===== config.mk =====
export PLATFORM = sky130hd
export DESIGN_NAME = krt_cell
export DESIGN_NICKNAME = d
export VERILOG_FILES = /design/src/hdl/krt_pkg.sv /design/src/hdl/krt_cell.sv
export SDC_FILE = /design/constraint.sdc
export NUM_CORES = 1
export LEC_CHECK = 0
export BUFFER_PORTS_ARGS = -buffer_cell sky130_fd_sc_hd__buf_2
export CAP_MARGIN = 20
export CORE_ASPECT_RATIO = 1.75
export CORE_MARGIN = 8
export CORE_UTILIZATION = 42
export DETAILED_ROUTE_END_ITERATION = 16
export PLACE_DENSITY_LB_ADDON = 0.05
export SYNTH_ARGS = -nofsm -noshare
export SYNTH_HDL_FRONTEND = slang
export SYNTH_SLANG_ARGS = --single-unit

===== constraint.sdc =====
create_clock -name i_clk -period 4.5 [get_ports i_clk]
set_clock_uncertainty 0.2 [all_clocks]
set_input_delay 0.225 -clock i_clk [delete_from_list [all_inputs] [get_ports i_clk]]
set_output_delay 0.225 -clock i_clk [all_outputs]
set_load 0.05 [all_outputs]

===== src/hdl/krt_pkg.sv =====
// ----------------------------------------------------------------------------
// krt_pkg
// Shared sizes, codes and types for the keyed record table.
// ----------------------------------------------------------------------------
package krt_pkg;

    localparam int TABLE_ENTRIES = 64;
    localparam int IDX_W         = (TABLE_ENTRIES > 1) ? $clog2(TABLE_ENTRIES) : 1;
    localparam int CNT_W         = $clog2(TABLE_ENTRIES + 1);
    localparam int GROUP         = 8;
    localparam int N_GROUPS      = (TABLE_ENTRIES + GROUP - 1) / GROUP;

    localparam int KEY_W  = 31;
    localparam int QTY_W  = 24;
    localparam int DATA_W = 56;

    localparam logic signed [QTY_W-1:0] QTY_MAX = 24'sh7FFFFF;
    localparam logic signed [QTY_W-1:0] QTY_MIN = -24'sh800000;

    // commands
    localparam logic [1:0] CMD_INSERT = 2'd0;
    localparam logic [1:0] CMD_LOOKUP = 2'd1;
    localparam logic [1:0] CMD_UPDATE = 2'd2;
    localparam logic [1:0] CMD_DUMP   = 2'd3;

    // result status
    localparam logic [2:0] ST_OK      = 3'd0;
    localparam logic [2:0] ST_FULL    = 3'd1;
    localparam logic [2:0] ST_DUP     = 3'd2;
    localparam logic [2:0] ST_MISSING = 3'd3;
    localparam logic [2:0] ST_EMPTY   = 3'd4;

    // cell operations
    localparam logic [2:0] OP_HOLD = 3'd0;
    localparam logic [2:0] OP_CMP  = 3'd1;
    localparam logic [2:0] OP_INS  = 3'd2;
    localparam logic [2:0] OP_UPD  = 3'd3;
    localparam logic [2:0] OP_ROT  = 3'd4;

    typedef struct packed {
        logic [2:0]              op;
        logic [KEY_W-1:0]        key;
        logic signed [QTY_W-1:0] qty;
    } t_cell_ctl;

endpackage


===== src/hdl/krt_cell.sv =====
// ----------------------------------------------------------------------------
// krt_cell
// One slot of the sorted record chain: compares, shifts up on insert,
// updates in place and rotates towards the head during a dump.
// ----------------------------------------------------------------------------
module krt_cell (
    input  logic                               i_clk,
    input  krt_pkg::t_cell_ctl                 i_ctl,
    input  logic                               i_valid,
    input  logic                               i_wrap,
    input  logic                               i_left_lt,
    input  logic [krt_pkg::KEY_W-1:0]          i_left_key,
    input  logic signed [krt_pkg::QTY_W-1:0]   i_left_qty,
    input  logic [krt_pkg::KEY_W-1:0]          i_right_key,
    input  logic signed [krt_pkg::QTY_W-1:0]   i_right_qty,
    input  logic [krt_pkg::KEY_W-1:0]          i_head_key,
    input  logic signed [krt_pkg::QTY_W-1:0]   i_head_qty,
    output logic [krt_pkg::KEY_W-1:0]          o_key,
    output logic signed [krt_pkg::QTY_W-1:0]   o_qty,
    output logic                               o_lt,
    output logic                               o_eq
);

    logic [krt_pkg::KEY_W-1:0]        r_key;
    logic signed [krt_pkg::QTY_W-1:0] r_qty;
    logic                             r_lt;
    logic                             r_eq;

    always_ff @(posedge i_clk) begin
        case (i_ctl.op)
            krt_pkg::OP_CMP: begin
                r_lt <= i_valid && (r_key < i_ctl.key);
                r_eq <= i_valid && (r_key == i_ctl.key);
            end
            krt_pkg::OP_INS: begin
                // open the gap at the first slot not below the new key
                if (!r_lt && i_left_lt) begin
                    r_key <= i_ctl.key;
                    r_qty <= i_ctl.qty;
                end else if (!i_left_lt) begin
                    r_key <= i_left_key;
                    r_qty <= i_left_qty;
                end
            end
            krt_pkg::OP_UPD: begin
                if (r_eq) begin
                    r_qty <= i_ctl.qty;
                end
            end
            krt_pkg::OP_ROT: begin
                if (i_valid) begin
                    r_key <= i_wrap ? i_head_key : i_right_key;
                    r_qty <= i_wrap ? i_head_qty : i_right_qty;
                end
            end
            default: begin
            end
        endcase
    end

    assign o_key = r_key;
    assign o_qty = r_qty;
    assign o_lt  = r_lt;
    assign o_eq  = r_eq;

endmodule


==> flow_summary.yaml, run 1 <==
timing:
  hold_slack_ps: 8.42
  final.setup.tns_ps: 0
  finalCritPeriodShare_pct: 59.4
  max-slew-margin-rel_pct: 34.3
  hold_violations: 0
  max_freq_mhz: 374
  period_needed_ps: 2670
  worst_slew_pin_slew_ps: 985
  setup_viol: 0
  rsz0062_at_grt: "no"
  final_max_slew_viol_count: 0
routing:
  drt_first_pass_iters: 4
  ant_nets: 0
  drc: 0
  wirelength_um: 16000
  vias: 4584
  wl_per_cell_um: 18.8
  drtIter0Drc: 173
  via_per_inst: 5.37
yosys:
  synth_edf_count: 57
  avgSynthCellArea_um2: 9.27
  ys_top_cells_by_area: "edfxtp_1, ha_1, nand2_1"
  synth.ff_latch_count: 57
  synth_area_leader_cell: "edfxtp_1"
  netlist_area_um2: 4140
  yosysWarnings: 0
  synthDistinctLibCells: 29
  netlist.area_leader.share_pct: 41.3
  synth_ff_type: "edfxtp_1"
  synth.most_common_cell: "nand2_1"
  async_reset_ff_share_pct: 0
  syn-num-nets: 705
  yosys-top-cells-count: "nand2_1, edfxtp_1, a211oi_1, inv_1, nor2b_1"
  postSynthCellCount: 447
  yosysSeqAreaShare_pct: 41.3
layout:
  diodes: 0
  drive_gt1_share_pct: 42.1
  multi_input_area_um2: 2190
  final_cell_area_um2: 6070
  seqCellArea_um2: 1710
  synthToLayoutAreaGrowth_pct: 46.4
  nFillCells: 905
  finalNonFillerCells: 854
  layout.nets: 982
cts:
  postCtsSetupBuffers: 0
  htree_levels: 3
  cts_inserted_buffers: 9
  cts_sinks: 57
  clk_path_buf_depth: 2
  cts_tree: "built"
  clk_pin_slew_worst_paths_ps: 50
  insertion_delay_ps: 330
  cts-root-buf: "clkbuf_16"
worst_setup_path:
  critPathBufInv: 2
  cp-end-kind: "flop"
  path_cells: "buf_2 -> nand2b_1 -> nand2b_4 -> o211a_4 -> a22oi_1 -> dlygate4sd3_1 -> o21ai_0"
  timing.rr.start: "o_lt"
  cp_max_fo: 88
  crit_required_ps: 4340
  slowest_delay_ps: 620
  arrival_ps: 2510
  slowest_stage: "nand2b_4"
  crit_start: "i_ctl[55]"
  path_delay_family: "simple AND/OR/NAND/NOR gates"
  worst-setup-path-type: "primary input to flop"
  startpoint_type: "primary input"
global_route:
  overflow: 0
  grtUsageTotal_pct: 23.0
  globalRouteMet1Util_pct: 21.2
  grt_max_degree: 89
  grt_pass1_wl_um: 24300
  grt_antenna_before_repair: 0
  grt_pass1_vias: 4846
  top_usage_layer: "met2"
  grt_use_met3_pct: 8.18
  met2_usage_pct: 44.6
power:
  power_frac_comb_pct: 24.7
  power_mw: 1.79
  leakage_nw: 2.89
  p_seq_share_pct: 35.5
  powerDensity_nw_per_um2: 296
  intPower_mw: 1.28
  p_clk_share_pct: 39.8
  p_sw_mw: 0.513
  vdd_drop_max_uv: 199
  swShare_pct: 28.6
die:
  initial_utilization_pct: 42.6
  die_h_um: 147
  die_w_um: 91.1
  rows: 48
  core_area_um2: 9730
  ios: 284
  die_area_um2: 13400
placement:
  routabilityCongestion: 0.853
  placed_cells: 825
  placed_area_um2: 5620
  dpl.hpwl_um: 12500
  port-buffer-count: 283
min_path:
  hold_class: "primary input to flop"
  hold_start: "i_ctl[7]"
flow_run:
  cap_viol_max_count: 0
run_status:
  status: "finished, final reports clean"
-- per-stage QoR --
step	utilization [%]	worst slack, ps
2_1_floorplan	-	1060
3_3_place_gp	57.7	1930
3_5_place_dp	57.7	1840
4_1_cts	62.0	1710
5_1_grt	62.4	1660
6_report	62.4	1830
-- worst paths after layout --
path                             endpoint  slack [ps]  cells past startpoint
worst max-delay path            o_qty[20]        1830                      7
worst min-delay path             o_qty[7]           8                      3
worst max register to register  o_qty[20]        1920                      6
worst min register to register       o_lt         660                      4
-- logic make-up (layout without fill, tap and decap cells) --
logic type | count (synthesis) | after routing | share of synthesized area, %
flops | 57 | 57 | 41.3
simple gates | 128 | 128 | 14.6
buf+inv | 66 | 348 | 6.79
compound gates | 141 | 141 | 22.1
fa+ha+maj | 31 | 31 | 9.36
mux | 24 | 24 | 5.80
-- sequential cells by signal (all words and copies together) (netlist names) --
name and flops:
o_qty 24, o_lt 1, o_key 31, o_eq 1
-- placed cells by master, fill, tap and decap left out, types with 11 or more instances in the layout --
master	instances
nor2b_1	32
a211oi_1	34
a21oi_1	19
a31oi_1	31
inv_1	34
o21ai_1	20
mux2i_1	24
buf_2	282
edfxtp_1	57
nand2_1	71
ha_1	31
a22oi_1	24
dlygate4sd3_1	11
-- layout make-up --
| type | instances | area share (%) |
|---|---|---|
| clock buffers | 9 | 3.71 |
| inverters | 34 | 2.10 |
| multi-input cells | 324 | 36.0 |
| flip-flops and latches | 57 | 28.2 |
| well taps | 125 | 2.58 |
| clock inverters | 7 | 1.40 |
| repair buffers | 298 | 25.9 |
-- what timing repair did --
item | in CTS | in global routing
hold buffers | 11 | 0
hold endpoints to repair | 10 | 0
gates resized for setup | 0 | 0
-- power by group through the flow --
stage | logic, mW | registers, mW | clock network [mW]
finish | 0.443 | 0.636 | 0.715
global route | 0.483 | 0.639 | 0.744
CTS | 0.441 | 0.637 | 0.725
detailed placement | 0.431 | 0.647 | 0
global placement | 0.421 | 0.646 | 0
floorplan | 0.170 | 0.737 | 0
-- metal layers --
layer	vias to the layer above	routed length (um)
met5	-	0
met4	0	322
met3	23	1400
met2	210	8850
met1	2136	5450
li1	2215	-
-- worst reg2reg max path, cell delays in order, from the launching register on --
cell and delay, ps:
edfxtp_1 410, nand2b_1 170, buf_4 390, o211a_4 430
a22oi_1 150, dlygate4sd3_1 590, o21ai_0 70
Note: power is estimated with default switching activity, not from simulation.
==> run 2, diff against run 1 <==
Settings changed: ABC_AREA set to 1, CORE_UTILIZATION 42 to 40.
Clock period 4.5 ns to 2.3 ns, I/O delays scaled along.
==> run 2 against run 1 <==
Compared with the run above: non-clock buffer count is 94 higher; synthesized cell count is 50% higher; design area is 22% higher; core utilization is 4.1 points higher; final cell count is 38% higher; first-iteration DRC count is 7.5% higher; clock power is 93% higher; area after synthesis is 10% higher; largest power group unchanged.
==> flow_summary.yaml, run 2 <==
timing:
  rsz0062_at_grt: "yes"
  max_freq_mhz: 455
  hold_violations: 0
  period_needed_ps: 2200
  finalCritPeriodShare_pct: 95.5
  final_max_slew_viol_count: 0
  hold_slack_ps: 3.59
  final.setup.tns_ps: 0
  max-slew-margin-rel_pct: 46.3
  setup_viol: 0
  worst_slew_pin_slew_ps: 805
yosys:
  synth.ff_latch_count: 57
  async_reset_ff_share_pct: 0
  synth_area_leader_cell: "edfxtp_1"
  synth_ff_type: "edfxtp_1"
  netlist.area_leader.share_pct: 37.5
  yosysSeqAreaShare_pct: 37.5
  synth.most_common_cell: "nand2_1"
  yosysWarnings: 0
  ys_top_cells_by_area: "edfxtp_1, nand2_1, ha_1"
  avgSynthCellArea_um2: 6.82
  postSynthCellCount: 670
  syn-num-nets: 928
  synth_edf_count: 57
  synthDistinctLibCells: 22
  yosys-top-cells-count: "nand2_1, inv_1, edfxtp_1"
  netlist_area_um2: 4570
die:
  die_w_um: 96.8
  core_area_um2: 11200
  die_h_um: 157
  die_area_um2: 15200
  rows: 51
  ios: 284
  initial_utilization_pct: 40.9
min_path:
  min_path_cells: 3
  holdPathEnd: "o_key[12]"
  hold_class: "primary input to flop"
  hold_start: "i_head_key[12]"
routing:
  wl_per_cell_um: 15.4
  drtIter0Drc: 186
  ant_nets: 0
  via_per_inst: 4.87
  wirelength_um: 18100
  vias: 5721
  drt_first_pass_iters: 5
  drc: 0
cts:
  cts_inserted_buffers: 9
  clk_path_buf_depth: 2
  cts-root-buf: "clkbuf_16"
  insertion_delay_ps: 320
  cts_sinks: 57
  htree_levels: 3
  postCtsSetupBuffers: 0
  clk_pin_slew_worst_paths_ps: 50
  cts_tree: "built"
power:
  leakage_nw: 3.96
  power_mw: 3.87
  vdd_drop_max_uv: 439
  powerDensity_nw_per_um2: 522
global_route:
  grt_max_degree: 60
  grtUsageTotal_pct: 23.2
  grt_pass1_wl_um: 28900
  overflow: 0
  grt_pass1_vias: 6072
  grt_antenna_before_repair: 0
worst_setup_path:
  cp_max_fo: 59
  r2r_slack_ps: 100
  reg2reg_to: "o_key[28]"
  crit_required_ps: 2170
  arrival_ps: 2060
  cp-end-kind: "flop"
  r2r_cells: 7
  startpoint_type: "flop"
  timing.rr.start: "o_lt"
  worst-setup-path-type: "flop to flop"
run_status:
  status: "finished, final reports clean"
layout:
  layout.nets: 1296
  final_common_cell: "nand2_1"
  final_cell_area_um2: 7420
  final_cell_mix: "nand2_1, buf_2, dlygate4sd3_1, inv_1, edfxtp_1"
  largest_reg_flops: 31
  drive_gt1_share_pct: 30.2
  synthToLayoutAreaGrowth_pct: 62.4
  nFillCells: 1008
  diodes: 0
placement:
  placed_area_um2: 6110
  port-buffer-count: 283
  dpl.hpwl_um: 13900
  routabilityCongestion: 0.878
flow_run:
  cap_viol_max_count: 0
-- run 2: cell count changes after synthesis, sizes merged, moves of 24 or more --
cell and delta:
a211oi -34, a22oi -24, inv +26, mux2i -24
nand2 +256, nand3 +31, nor2b -33
-- run 2: kinds of logic (layout without fill, tap and decap cells) --
family,Yosys count,in the layout,share of synthesized area (%)
buffers and inverters,95,468,8.79
adders and majority gates,31,31,8.49
DFF,57,57,37.5
and+or+nand+nor,382,382,32.9
AOI/OAI and AO/OA,105,105,12.4
-- run 2: critical path: stages, from the launching register on --
cell	delay, ps
edfxtp_1	420
nor2_4	70
inv_2	80
buf_12	250
o21ai_1	90
a21oi_1	140
a31oi_1	50
dlygate4sd3_1	600
-- run 2: layer usage --
layer,part of all wire [%],global-route usage (%)
met1,36,22.6
met2,53,43.4
met3,8.4,7.06
met4,2.8,10.5
met5,0,0
-- run 2: layout make-up --
cell class	instances	area, um2	share of cell area (%)
sequential	57	1710	23.1
clock buffer	9	225	3.04
clock inverter	7	85.1	1.15
inverter	60	225	3.04
tap	132	165	2.23
multi-input combinational	518	2480	33.4
timing repair buffer	392	2530	34.1
-- run 2: metrics by stage --
stage	util (%)	worst slack (ps)	cells
after floorplan	-	124	670
after global placement	54.7	523	1060
after detailed placement	54.7	481	1060
after CTS	66.3	83.4	1175
after global routing	66.4	-12.7	1175
final	66.4	103	1175
-- run 2: how the worst max path moves through the flow --
stage               startpoint         to  slack (ps)  cells past startpoint
floorplan                 o_lt   o_qty[0]         120                      3
global placement          o_lt  o_key[12]         520                      4
detailed placement        o_lt  o_key[11]         480                      4
CTS                       o_lt   o_qty[8]          80                      8
global route              o_lt   o_key[0]         -10                      7
finish                    o_lt  o_key[28]         100                      7
-- run 2: where the power goes --
group	switching (mW)	total (mW)	internal [mW]
combinational	0.703	1.22	0.521
sequential	0.0254	1.27	1.25
clock	0.445	1.38	0.934
total	1.17	3.87	2.70
-- run 2: what timing repair did --
item | in CTS | in global routing
gates resized for setup | 0 | 4
setup endpoints to repair | 0 | 12
endpoints found under the hold margin | 53 | 0
hold buffers | 99 | 0
